**src/hdl/chao_pkg.sv**
```systemverilog
// Package with the shared types and constants of the Chaocipher letter engine.
package chao_pkg;

  localparam int LETTER_W          = 5;
  localparam int ALPHABET_SIZE_DEF = 26;
  localparam int ZENITH            = 0;
  localparam int LEFT_EXTRACT      = ZENITH + 1;
  localparam int RIGHT_EXTRACT     = ZENITH + 2;
  localparam int KEY_SEL_W         = 7;

  typedef enum logic [1:0] {
    CMD_LOAD_LEFT  = 2'd0,
    CMD_LOAD_RIGHT = 2'd1,
    CMD_RESTART    = 2'd2,
    CMD_PROCESS    = 2'd3
  } cmd_t;

  typedef struct packed {
    logic [1:0]          command;
    logic [LETTER_W-1:0] index;
    logic [LETTER_W-1:0] letter;
  } in_item_t;

  typedef struct packed {
    logic [LETTER_W-1:0] out_letter;
    logic                not_found;
  } out_item_t;

  typedef enum logic [2:0] {
    ST_IDLE,
    ST_SEARCH,
    ST_PERM_A,
    ST_PERM_B,
    ST_EMIT
  } state_t;

  typedef enum logic [2:0] {
    OP_HOLD,
    OP_ROTATE,
    OP_RESTART,
    OP_PERM_A,
    OP_PERM_B
  } cell_op_t;

  typedef struct packed {
    cell_op_t            op;
    logic [LETTER_W-1:0] key_letter;
  } cell_ctl_t;

endpackage

```
**src/hdl/chao_cell.sv**
```systemverilog
// One disk position: key entries and working entries of both disks.
module chao_cell #(
  parameter int IDX   = 0,
  parameter int NADIR = 13
) (
  input  logic                         clk,
  input  chao_pkg::cell_ctl_t          ctl,
  input  logic                         key_we_left,
  input  logic                         key_we_right,
  input  logic [chao_pkg::LETTER_W-1:0] left_nbr,
  input  logic [chao_pkg::LETTER_W-1:0] right_nbr,
  input  logic [chao_pkg::LETTER_W-1:0] left_held,
  input  logic [chao_pkg::LETTER_W-1:0] right_held,
  output logic [chao_pkg::LETTER_W-1:0] left_q,
  output logic [chao_pkg::LETTER_W-1:0] right_q
);

  logic [chao_pkg::LETTER_W-1:0] key_left_r;
  logic [chao_pkg::LETTER_W-1:0] key_right_r;
  logic [chao_pkg::LETTER_W-1:0] work_left_r, work_left_nxt;
  logic [chao_pkg::LETTER_W-1:0] work_right_r, work_right_nxt;

  always_comb begin
    work_left_nxt  = work_left_r;
    work_right_nxt = work_right_r;
    case (ctl.op)
      chao_pkg::OP_ROTATE: begin
        work_left_nxt  = left_nbr;
        work_right_nxt = right_nbr;
      end
      chao_pkg::OP_RESTART: begin
        work_left_nxt  = key_left_r;
        work_right_nxt = key_right_r;
      end
      chao_pkg::OP_PERM_A: begin
        if (IDX >= chao_pkg::LEFT_EXTRACT && IDX < NADIR) begin
          work_left_nxt = left_nbr;
        end else if (IDX == NADIR) begin
          work_left_nxt = left_held;
        end
        work_right_nxt = right_nbr;
      end
      chao_pkg::OP_PERM_B: begin
        if (IDX >= chao_pkg::RIGHT_EXTRACT && IDX < NADIR) begin
          work_right_nxt = right_nbr;
        end else if (IDX == NADIR) begin
          work_right_nxt = right_held;
        end
      end
      default: begin
      end
    endcase
  end

  always_ff @(posedge clk) begin
    if (key_we_left) begin
      key_left_r <= ctl.key_letter;
    end
    if (key_we_right) begin
      key_right_r <= ctl.key_letter;
    end
    work_left_r  <= work_left_nxt;
    work_right_r <= work_right_nxt;
  end

  assign left_q  = work_left_r;
  assign right_q = work_right_r;

endmodule

```
**src/hdl/chaocipher_letter_engine.sv**
```systemverilog
// Top level of the Chaocipher letter engine: command decode, sequencer and row of disk cells.
//
// The input channel (in_valid, in_stall, in_data) carries commands: load a left or
// right key entry, restart a message, or process a letter. The result channel
// (out_valid, out_stall, out_data) returns one item for every process command and
// nothing for the others. cfg_we with cfg_wdata sets the mode: 0 encrypt, 1 decrypt.
// Loads and restarts complete in the cycle of their transfer. After a letter's
// transfer the sequencer searches: the disks step through the row of cells one
// position per cycle until the letter sits at the zenith, then the disks are
// permuted (PERM_A, then PERM_B) and the result goes to the output register.
// A letter that is not on the disk is reported as not found once the disks have
// turned a full round, which leaves the disks as they were. A new command is taken
// once the sequencer is idle, while an earlier result may still wait in the output
// register. When the receiver stalls, the result holds and the next letter waits
// in its output cycle. Reset clears the sequencer, the output valid and the mode;
// the key and working disks are undefined until loaded and restarted.
module chaocipher_letter_engine #(
  parameter int ALPHABET_SIZE = chao_pkg::ALPHABET_SIZE_DEF
) (
  input  logic                clk,
  input  logic                rst_n,
  input  logic                in_valid,
  output logic                in_stall,
  input  chao_pkg::in_item_t  in_data,
  output logic                out_valid,
  input  logic                out_stall,
  output chao_pkg::out_item_t out_data,
  input  logic                cfg_we,
  input  logic                cfg_wdata
);

  localparam int NADIR = ALPHABET_SIZE / 2;
  localparam int CNT_W = $clog2(ALPHABET_SIZE);

  chao_pkg::state_t              state_r, state_nxt;
  logic [CNT_W-1:0]              cnt_r, cnt_nxt;
  logic                          mode_r;
  logic [chao_pkg::LETTER_W-1:0] letter_r;
  logic [chao_pkg::LETTER_W-1:0] res_letter_r, res_letter_nxt;
  logic                          res_nf_r, res_nf_nxt;
  logic                          out_valid_r;
  chao_pkg::out_item_t           out_data_r;
  logic                          accept;
  logic                          out_load;
  chao_pkg::cell_ctl_t           ctl;
  logic [chao_pkg::LETTER_W-1:0] left_q  [ALPHABET_SIZE];
  logic [chao_pkg::LETTER_W-1:0] right_q [ALPHABET_SIZE];
  logic [chao_pkg::LETTER_W-1:0] search_val;
  logic [chao_pkg::LETTER_W-1:0] other_val;

  assign in_stall   = (state_r != chao_pkg::ST_IDLE);
  assign accept     = in_valid && !in_stall;
  assign search_val = mode_r ? left_q[chao_pkg::ZENITH] : right_q[chao_pkg::ZENITH];
  assign other_val  = mode_r ? right_q[chao_pkg::ZENITH] : left_q[chao_pkg::ZENITH];

  always_comb begin
    state_nxt      = state_r;
    cnt_nxt        = cnt_r;
    res_letter_nxt = res_letter_r;
    res_nf_nxt     = res_nf_r;
    out_load       = 1'b0;
    ctl.op         = chao_pkg::OP_HOLD;
    ctl.key_letter = in_data.letter;
    unique case (state_r)
      chao_pkg::ST_IDLE: begin
        if (accept) begin
          unique case (chao_pkg::cmd_t'(in_data.command))
            chao_pkg::CMD_RESTART: ctl.op = chao_pkg::OP_RESTART;
            chao_pkg::CMD_PROCESS: begin
              cnt_nxt   = '0;
              state_nxt = chao_pkg::ST_SEARCH;
            end
            default: begin
            end
          endcase
        end
      end
      chao_pkg::ST_SEARCH: begin
        if (search_val == letter_r) begin
          res_letter_nxt = other_val;
          res_nf_nxt     = 1'b0;
          ctl.op         = chao_pkg::OP_PERM_A;
          state_nxt      = chao_pkg::ST_PERM_A;
        end else begin
          ctl.op  = chao_pkg::OP_ROTATE;
          cnt_nxt = cnt_r + 1'b1;
          if (cnt_r == CNT_W'(ALPHABET_SIZE - 1)) begin
            res_letter_nxt = '0;
            res_nf_nxt     = 1'b1;
            state_nxt      = chao_pkg::ST_EMIT;
          end
        end
      end
      chao_pkg::ST_PERM_A: begin
        ctl.op    = chao_pkg::OP_PERM_B;
        state_nxt = chao_pkg::ST_PERM_B;
      end
      chao_pkg::ST_PERM_B: begin
        state_nxt = chao_pkg::ST_EMIT;
      end
      chao_pkg::ST_EMIT: begin
        if (!out_valid_r || !out_stall) begin
          out_load  = 1'b1;
          state_nxt = chao_pkg::ST_IDLE;
        end
      end
      default: state_nxt = chao_pkg::ST_IDLE;
    endcase
  end

  always_ff @(posedge clk) begin
    if (!rst_n) begin
      state_r     <= chao_pkg::ST_IDLE;
      cnt_r       <= '0;
      mode_r      <= 1'b0;
      out_valid_r <= 1'b0;
    end else begin
      state_r <= state_nxt;
      cnt_r   <= cnt_nxt;
      if (cfg_we) begin
        mode_r <= cfg_wdata;
      end
      if (out_load) begin
        out_valid_r <= 1'b1;
      end else if (!out_stall) begin
        out_valid_r <= 1'b0;
      end
    end
  end

  always_ff @(posedge clk) begin
    if (accept) begin
      letter_r <= in_data.letter;
    end
    res_letter_r <= res_letter_nxt;
    res_nf_r     <= res_nf_nxt;
    if (out_load) begin
      out_data_r.out_letter <= res_letter_r;
      out_data_r.not_found  <= res_nf_r;
    end
  end

  assign out_valid = out_valid_r;
  assign out_data  = out_data_r;

  for (genvar g = 0; g < ALPHABET_SIZE; g++) begin : g_cell
    logic key_we_left;
    logic key_we_right;
    logic key_sel;

    assign key_sel = (chao_pkg::KEY_SEL_W'(in_data.index) == chao_pkg::KEY_SEL_W'(g));
    assign key_we_left  = accept && key_sel
                          && (in_data.command == chao_pkg::CMD_LOAD_LEFT);
    assign key_we_right = accept && key_sel
                          && (in_data.command == chao_pkg::CMD_LOAD_RIGHT);

    chao_cell #(
      .IDX   (g),
      .NADIR (NADIR)
    ) u_cell (
      .clk          (clk),
      .ctl          (ctl),
      .key_we_left  (key_we_left),
      .key_we_right (key_we_right),
      .left_nbr     (left_q[(g + 1) % ALPHABET_SIZE]),
      .right_nbr    (right_q[(g + 1) % ALPHABET_SIZE]),
      .left_held    (left_q[chao_pkg::LEFT_EXTRACT]),
      .right_held   (right_q[chao_pkg::RIGHT_EXTRACT]),
      .left_q       (left_q[g]),
      .right_q      (right_q[g])
    );
  end

  a_rise_from_emit: assert property (@(posedge clk) disable iff (!rst_n)
    $rose(out_valid_r) |-> $past(state_r == chao_pkg::ST_EMIT))
    else $error("Result appeared without an output cycle.");

  a_nf_letter_zero: assert property (@(posedge clk) disable iff (!rst_n)
    out_valid_r && out_data_r.not_found |-> out_data_r.out_letter == '0)
    else $error("Missing letter must report letter zero.");

  a_cnt_bound: assert property (@(posedge clk) disable iff (!rst_n)
    state_r == chao_pkg::ST_SEARCH |-> cnt_r <= CNT_W'(ALPHABET_SIZE - 1))
    else $error("Search counter beyond the disk size.");

  a_search_entry: assert property (@(posedge clk) disable iff (!rst_n)
    accept && in_data.command == chao_pkg::CMD_PROCESS |=> state_r == chao_pkg::ST_SEARCH
      && cnt_r == '0)
    else $error("Letter transfer did not start a search.");

endmodule
```
**config.mk**
```make
export PLATFORM = sky130hd
export DESIGN_NAME = chaocipher_letter_engine
export DESIGN_NICKNAME = d
export VERILOG_FILES = /design/src/hdl/chao_pkg.sv /design/src/hdl/chao_cell.sv /design/src/hdl/chaocipher_letter_engine.sv
export SDC_FILE = /design/constraint.sdc
export NUM_CORES = 1
export LEC_CHECK = 0
export BUFFER_PORTS_ARGS = -buffer_cell sky130_fd_sc_hd__buf_2
export CAP_MARGIN = 20
export CORE_MARGIN = 8
export CORE_UTILIZATION = 45
export CTS_CLUSTER_DIAMETER = 40
export DETAILED_ROUTE_END_ITERATION = 10
export PLACE_DENSITY_LB_ADDON = 0.25
export SLEW_MARGIN = 20
export SYNTH_ARGS = -nofsm -noshare
export SYNTH_HDL_FRONTEND = slang
export SYNTH_SLANG_ARGS = --single-unit
```
**constraint.sdc**
```tcl
create_clock -name clk -period 9.22 [get_ports clk]
set_clock_uncertainty 0.15 [all_clocks]
set_input_delay 1.844 -clock clk [delete_from_list [all_inputs] [get_ports clk]]
set_output_delay 1.844 -clock clk [all_outputs]
set_load 0.005 [all_outputs]
```
## Word-level counts from Yosys, hierarchy flattened

Index checks and enable logic that the tools add are counted.

| storage, ports and cells | value |
|---|---|
| register bits | 547 |
| input port bits | 18 |
| output and inout bits | 8 |

| cells by class | value |
|---|---|
| add/subtract/negate cells | 1 |
| eq/ne operators | 44 |
| multiplexer cells | 75 |
| reduce and logical (&&, ||, !) cells | 99 |

Operators by type and width:

| kind | number |
|---|---|
| case mux 5 bit (2 select lines) | 51 |
| logical AND 1 bit | 79 |
| equality test 5 bit (second input constant) | 11 |
| equality test 5 x 4 -> 1 bit (second input constant) | 8 |
| 2-to-1 mux 5 bit | 7 |
| case mux 5 bit (3 select lines) | 2 |
| equality test 5 x 3 -> 1 bit (second input constant) | 4 |
| 2-to-1 mux 3 bit | 5 |
| case mux 3 bit (5 select lines) | 1 |
| equality test 3 x 2 -> 1 bit (second input constant) | 4 |
| equality test 5 x 2 -> 1 bit (second input constant) | 2 |
| nonzero test 2 bit | 5 |
| case mux 3 bit (3 select lines) | 1 |
| nonzero test 3 bit | 3 |
| AND reduction 4 bit | 2 |
| equality test 3 x 1 -> 1 bit (second input constant) | 2 |
| equality test 3 bit (second input constant) | 2 |
| 2-to-1 mux 2 bit | 3 |
| inequality test 2 bit (second input constant) | 3 |
| adder 5 x 1 -> 5 bit (second input constant) | 1 |
| equality test 5 x 1 -> 1 bit (second input constant) | 1 |
| equality test 5 bit | 1 |
| logical NOT 5 bit | 1 |
| 2-to-1 mux 1 bit | 5 |
| other kinds (11) | 15 |

## Longest topological paths before layout

| logic depth | value |
|---|---|
| word-level depth | 8 |
| mapped depth | 7 |
| mapped depth without buffers | 6 |

## Modules after synthesis

Synthesis repeated with hierarchy kept, for this count alone.

| second synthesis, totals | value |
|---|---|
| cells, all modules | 1165 |
| area total of the unflattened synthesis | 21710.8 sq um |

By module, submodules not included:

| module | instances | cells an instance | area each (sq um) | seq. area each (sq um) |
|---|---|---|---|---|
| chao_cell (g_cell[0].u_cell ...) | 13 | 36 | 760.7 | 600.6 |
| chao_cell (g_cell[10].u_cell ...) | 11 | 36 | 762.0 | 600.6 |
| chaocipher_letter_engine | 1 | 202 | 1715.4 | 710.7 |
| chao_cell (g_cell[13].u_cell) | 1 | 65 | 940.9 | 600.6 |
| chao_cell (g_cell[1].u_cell) | 1 | 34 | 783.3 | 600.6 |

## Worst setup path before layout

OpenSTA, ideal clock, no wires.

| timing | value |
|---|---|
| kind | reg2reg |
| start | reg mode_r |
| end | reg g_cell[0].u_cell.work_left_r (netlist bit g_cell[0].u_cell.left_q[0]), enable pin |
| setup time | 0.578 ns |
| arrival time | 5.745 ns |
| required time | 8.492 ns |
| setup slack | 2.747 ns |
| cell stages (with the launch flop) | 7 |
| path buffers | 1 |
| period minus slack after synthesis | 6.473 ns |
| cells stage by stage | dfxtp_1 > buf_6 > mux2i_1 > xnor2_1 > or3_1 > nor2_2 > o21ai_0 |

| on the way | value |
|---|---|
| longest elaborated chain between the ends | 6 |

Ends and longest elaborated chain:

| what | RTL line | source |
|---|---|---|
| start: declaration | chaocipher_letter_engine.sv:37 | `logic mode_r;` |
| start signal: assignment | chaocipher_letter_engine.sv:121 | `mode_r <= cfg_wdata;` |
| 2-to-1 mux 5 bit * | chaocipher_letter_engine.sv:53 | `assign search_val = mode_r ? left_q[chao_pkg::ZENITH] : right_q[chao_pkg::ZENITH];` |
| equality test 5 bit * | chaocipher_letter_engine.sv:79 | `if (search_val == letter_r) begin` |
| 2-to-1 mux 2 bit * | chaocipher_letter_engine.sv:79 |  |
| case mux 3 bit (3 select lines) * | chaocipher_letter_engine.sv:64 | `unique case (state_r)` |
| equality test 3 x 1 -> 1 bit / equality test 3 x 2 -> 1 bit (equally long branches) | chao_cell.sv:26 | `case (ctl.op)` |
| nonzero test 2 bit (no line) * | - |  |
| end signal: assignment | chao_cell.sv:62 | `work_left_r <= work_left_nxt;` |
| end: declaration | chao_cell.sv:20 | `logic [chao_pkg::LETTER_W-1:0] work_left_r, work_left_nxt;` |

Mark *: on every way between the ends. The rest lies on a longest branch, timed or not.
A chain may end at the register's enable or synchronous reset.

## Worst setup path in the final report

| timing | value |
|---|---|
| start | in in_valid |
| end | reg g_cell[1].u_cell.work_right_r (netlist bit g_cell[1].u_cell.right_q[1]), enable pin |

| on the way | value |
|---|---|
| longest elaborated chain between the ends | 6 |

Ends and longest elaborated chain:

| what | RTL line | source |
|---|---|---|
| start: declaration | chaocipher_letter_engine.sv:22 | `input logic in_valid,` |
| logical AND 1 bit * | chaocipher_letter_engine.sv:52 | `assign accept = in_valid && !in_stall;` |
| 2-to-1 mux 2 bit * | chaocipher_letter_engine.sv:66 | `if (accept) begin` |
| case mux 3 bit (3 select lines) * | chaocipher_letter_engine.sv:64 |  |
| equality test 3 x 1 -> 1 bit / equality test 3 x 2 -> 1 bit (equally long branches) | chao_cell.sv:26 |  |
| OR reduction 2 bit (no line) | - |  |
| nonzero test 2 bit (no line) * | - |  |
| end signal: assignment | chao_cell.sv:63 | `work_right_r <= work_right_nxt;` |
| end: declaration | chao_cell.sv:21 | `logic [chao_pkg::LETTER_W-1:0] work_right_r, work_right_nxt;` |

Marked as above.

==> results.json <==
{
  "status": "finished clean",
  "num_rows": 78,
  "seq_area_frac_synth_pct": 79.2,
  "drv_cap": 0,
  "chipWidth_um": 230,
  "synth.area.mux_share_pct": 3.65,
  "ys_ff_latch": 547,
  "p_per_area_nw_per_um2": 250,
  "clkTransAtPathRegs_ns": 0.06,
  "start_kind": "primary input",
  "cts.sinks": 547,
  "synthFlopType": "edfxtp_1",
  "htreeDepth": 3,
  "end_kind": "flip-flop",
  "grt_pass1_wl_um": 64200,
  "tightest_slew_ns": 0.953,
  "seqPwrFrac_pct": 48.3,
  "tns_ns": 0,
  "rsz0062_at_grt": "false",
  "cts_hold_buffers": 0,
  "die_h_um": 230,
  "synthCells": 1454,
  "async_flop_share_pct": 0,
  "viasPerCell": 5.07,
  "track_usage_pct": 15.6,
  "totalWireLength_um": 41200,
  "pwr-share-comb_pct": 4.3,
  "crit_fanout": 67,
  "setup_viol": 0,
  "ctsLongestPathBuffers": 3,
  "synth-simple-area-share_pct": 14.0,
  "p_total_mw": 5.97,
  "p_int_mw": 4.72,
  "synth_top_family_by_area": "simple AND/OR/NAND/NOR gates",
  "drive_above_1_share_pct": 14.1,
  "vdd.ir_drop.worst_mv": 0.156,
  "clkPwrFrac_pct": 47.4,
  "ant_nets": 0,
  "p_sw_mw": 1.26,
  "cp.arrival_ns": 4.56,
  "final_common_cell": "nand2_1",
  "numPlacedInstances": 2030,
  "synth_compound_area_share_pct": 1.29,
  "syn_avg_cell_area_um2": 14.2,
  "yosys_warnings": 0,
  "timing.slew.headroom_pct": 36.0,
  "synth_area_um2": 20600,
  "synth_edf_count": 537,
  "tritoncts": "done",
  "final_cells": 2162,
  "grt_pass1_vias": 11000,
  "drt_iter0_drc": 1076,
  "path_class": "in -> reg",
  "switching_share_pct": 21.1,
  "cts_resized": 0,
  "start_util_pct": 45.5,
  "drc": 0,
  "post-cts-setup-buffers": 0,
  "port_buffers": 25,
  "numCtsBuffers": 72,
  "final.min_clock_period_ns": 4.52,
  "antenna_found_initial": 2,
  "fmax_mhz": 221,
  "ys_types": 45,
  "placed_area_um2": 21300,
  "final-hold-violation-count": 0,
  "final_core_util_pct": 52.7,
  "pre_cts_ws_ns": 4.10,
  "cts_root_buf": "clkbuf_16",
  "core_um2": 45300,
  "synth_fa_ha_area_share_pct": 0.121,
  "synth_xor_area_share_pct": 0.212,
  "holdWs_ns": 0.315,
  "setup_ws_ns": 4.70,
  "grt_overflow_total": 0,
  "clkLatencyLatePin_ns": 0.59,
  "vias": 11000,
  "final_cell_mix": "nand2_1, edfxtp_1, clkbuf_16, mux2_2, nor2_1",
  "die-area_um2": 52900,
  "syn-num-nets": 1474,
  "ioPinCount": 26,
  "routedWlPerCell_um": 19.1,
  "slew_viol_final": 0,
  "fin_area_um2": 23800,
  "final_nets": 1524,
  "dr.pass1.iters": 5,
  "min_path_type": "reg -> reg",
  "cellLeakagePower_nw": 8.63,
  "grt_start_max_net_pins": 104,
  "area_delta_synth_final_pct": 15.7,
  "hpwl_um": 22800,
  "routabilityCongestion": 0.794,
  "period_share_pct": 49.0,
  "crit_required_ns": 9.26
}
-- layer usage --
layer  global-route usage, %  up-vias  routed length, um  part of all wire, %
met1                    21.5     5373              18600                   45
met4                    5.72        0                998                  2.4
met2                    23.9      283              18900                   46
met3                    3.90       76               2650                  6.4
li1                        -     5227                  -                    -
met5                       0        -                  0                    0
-- power by group through the flow --
| stage | registers, mW | clock network [mW] | logic (mW) |
|---|---|---|---|
| 3_3_place_gp | 2.94 | 0 | 0.255 |
| 4_1_cts | 2.89 | 2.88 | 0.261 |
| 2_1_floorplan | 2.93 | 0 | 0.170 |
| 6_report | 2.89 | 2.83 | 0.255 |
| 3_5_place_dp | 2.94 | 0 | 0.260 |
| 5_1_grt | 2.89 | 2.99 | 0.285 |
-- sequential cells by signal, indices dropped and copies added, names as in the netlist --
signal	count
g_cell.u_cell.left_q	130
res_letter_r	5
out_valid	1
cnt_r	5
mode_r	1
out_data	6
state_r	3
res_nf_r	1
g_cell.u_cell.key_left_r	130
g_cell.u_cell.key_right_r	130
g_cell.u_cell.right_q	130
letter_r	5
-- cells in the mapped netlist (2+ instances only) --
cell      instances  share of area (%)
nand3b_1          2              0.073
nor2_1           56                1.0
nand4_1           9               0.27
nand3_1           6               0.15
a31oi_1           3              0.091
clkbuf_1         46               0.84
o21ai_0           7               0.17
inv_1             3              0.055
o211ai_1          2              0.073
and2_1            5               0.15
a221o_1           5               0.24
xor2_1            2              0.085
edfxtp_1        537                 78
nand4b_1          2              0.085
buf_6             6               0.33
nor3_2            3               0.15
nor2b_1           7               0.21
o311a_1           2              0.097
dfxtp_1          10               0.97
a22oi_1           5               0.18
buf_2            10               0.24
or3_1             3              0.091
mux2_2           57                3.1
xnor2_1           3               0.13
nand2_1         614                 11
nand2b_1          8               0.24
nor3_1            8               0.19
a21oi_1           5               0.12
mux2i_1          11               0.53
ha_1              2               0.12
-- worst max-delay path, cell delays in order --
cell and delay (ns):
buf_2 0.13, or4b_1 0.60, inv_1 0.23, nand3b_1 0.20, nand2_4 0.68, buf_4 0.80
-- path summary, 6_finish.rpt --
path	from	cells after the start	endpoint	slack [ns]
max reg2reg	state_r[2]$_SDFFE_PN0P_	5	g_cell[1].u_cell.right_q[1]$_DFFE_PP_	5.55
max	in_valid	6	g_cell[1].u_cell.right_q[1]$_DFFE_PP_	4.70
min	res_letter_r[4]$_SDFFCE_PP0P_	0	out_data[5]$_DFFE_PP_	0.32
min reg2reg	res_letter_r[4]$_SDFFCE_PP0P_	0	out_data[5]$_DFFE_PP_	0.32
-- logic make-up (layout without fill, tap and decap cells) --
| logic type | after synthesis | after routing |
|---|---|---|
| multiplexers | 68 | 68 |
| AND/OR/NAND/NOR | 728 | 728 |
| buffers and inverters | 67 | 173 |
| adder cells (fa/ha/maj) | 2 | 2 |
| flip-flops | 547 | 547 |
| other | 0 | 2 |
| XOR/XNOR | 5 | 5 |
| AO/OA/AOI/OAI | 37 | 37 |
-- layout make-up --
cell class                      count  area (um2)
Multi-Input combinational cell    840        4030
Inverter                            4        15.0
Clock buffer                       85        1980
Timing Repair Buffer               39         234
Tap cell                          600         751
Antenna cell                        2        5.00
Sequential cell                   547       16300
Fill cell                        3708       21400
Clock inverter                     45         513
Note: power is estimated with default switching activity, not from simulation.
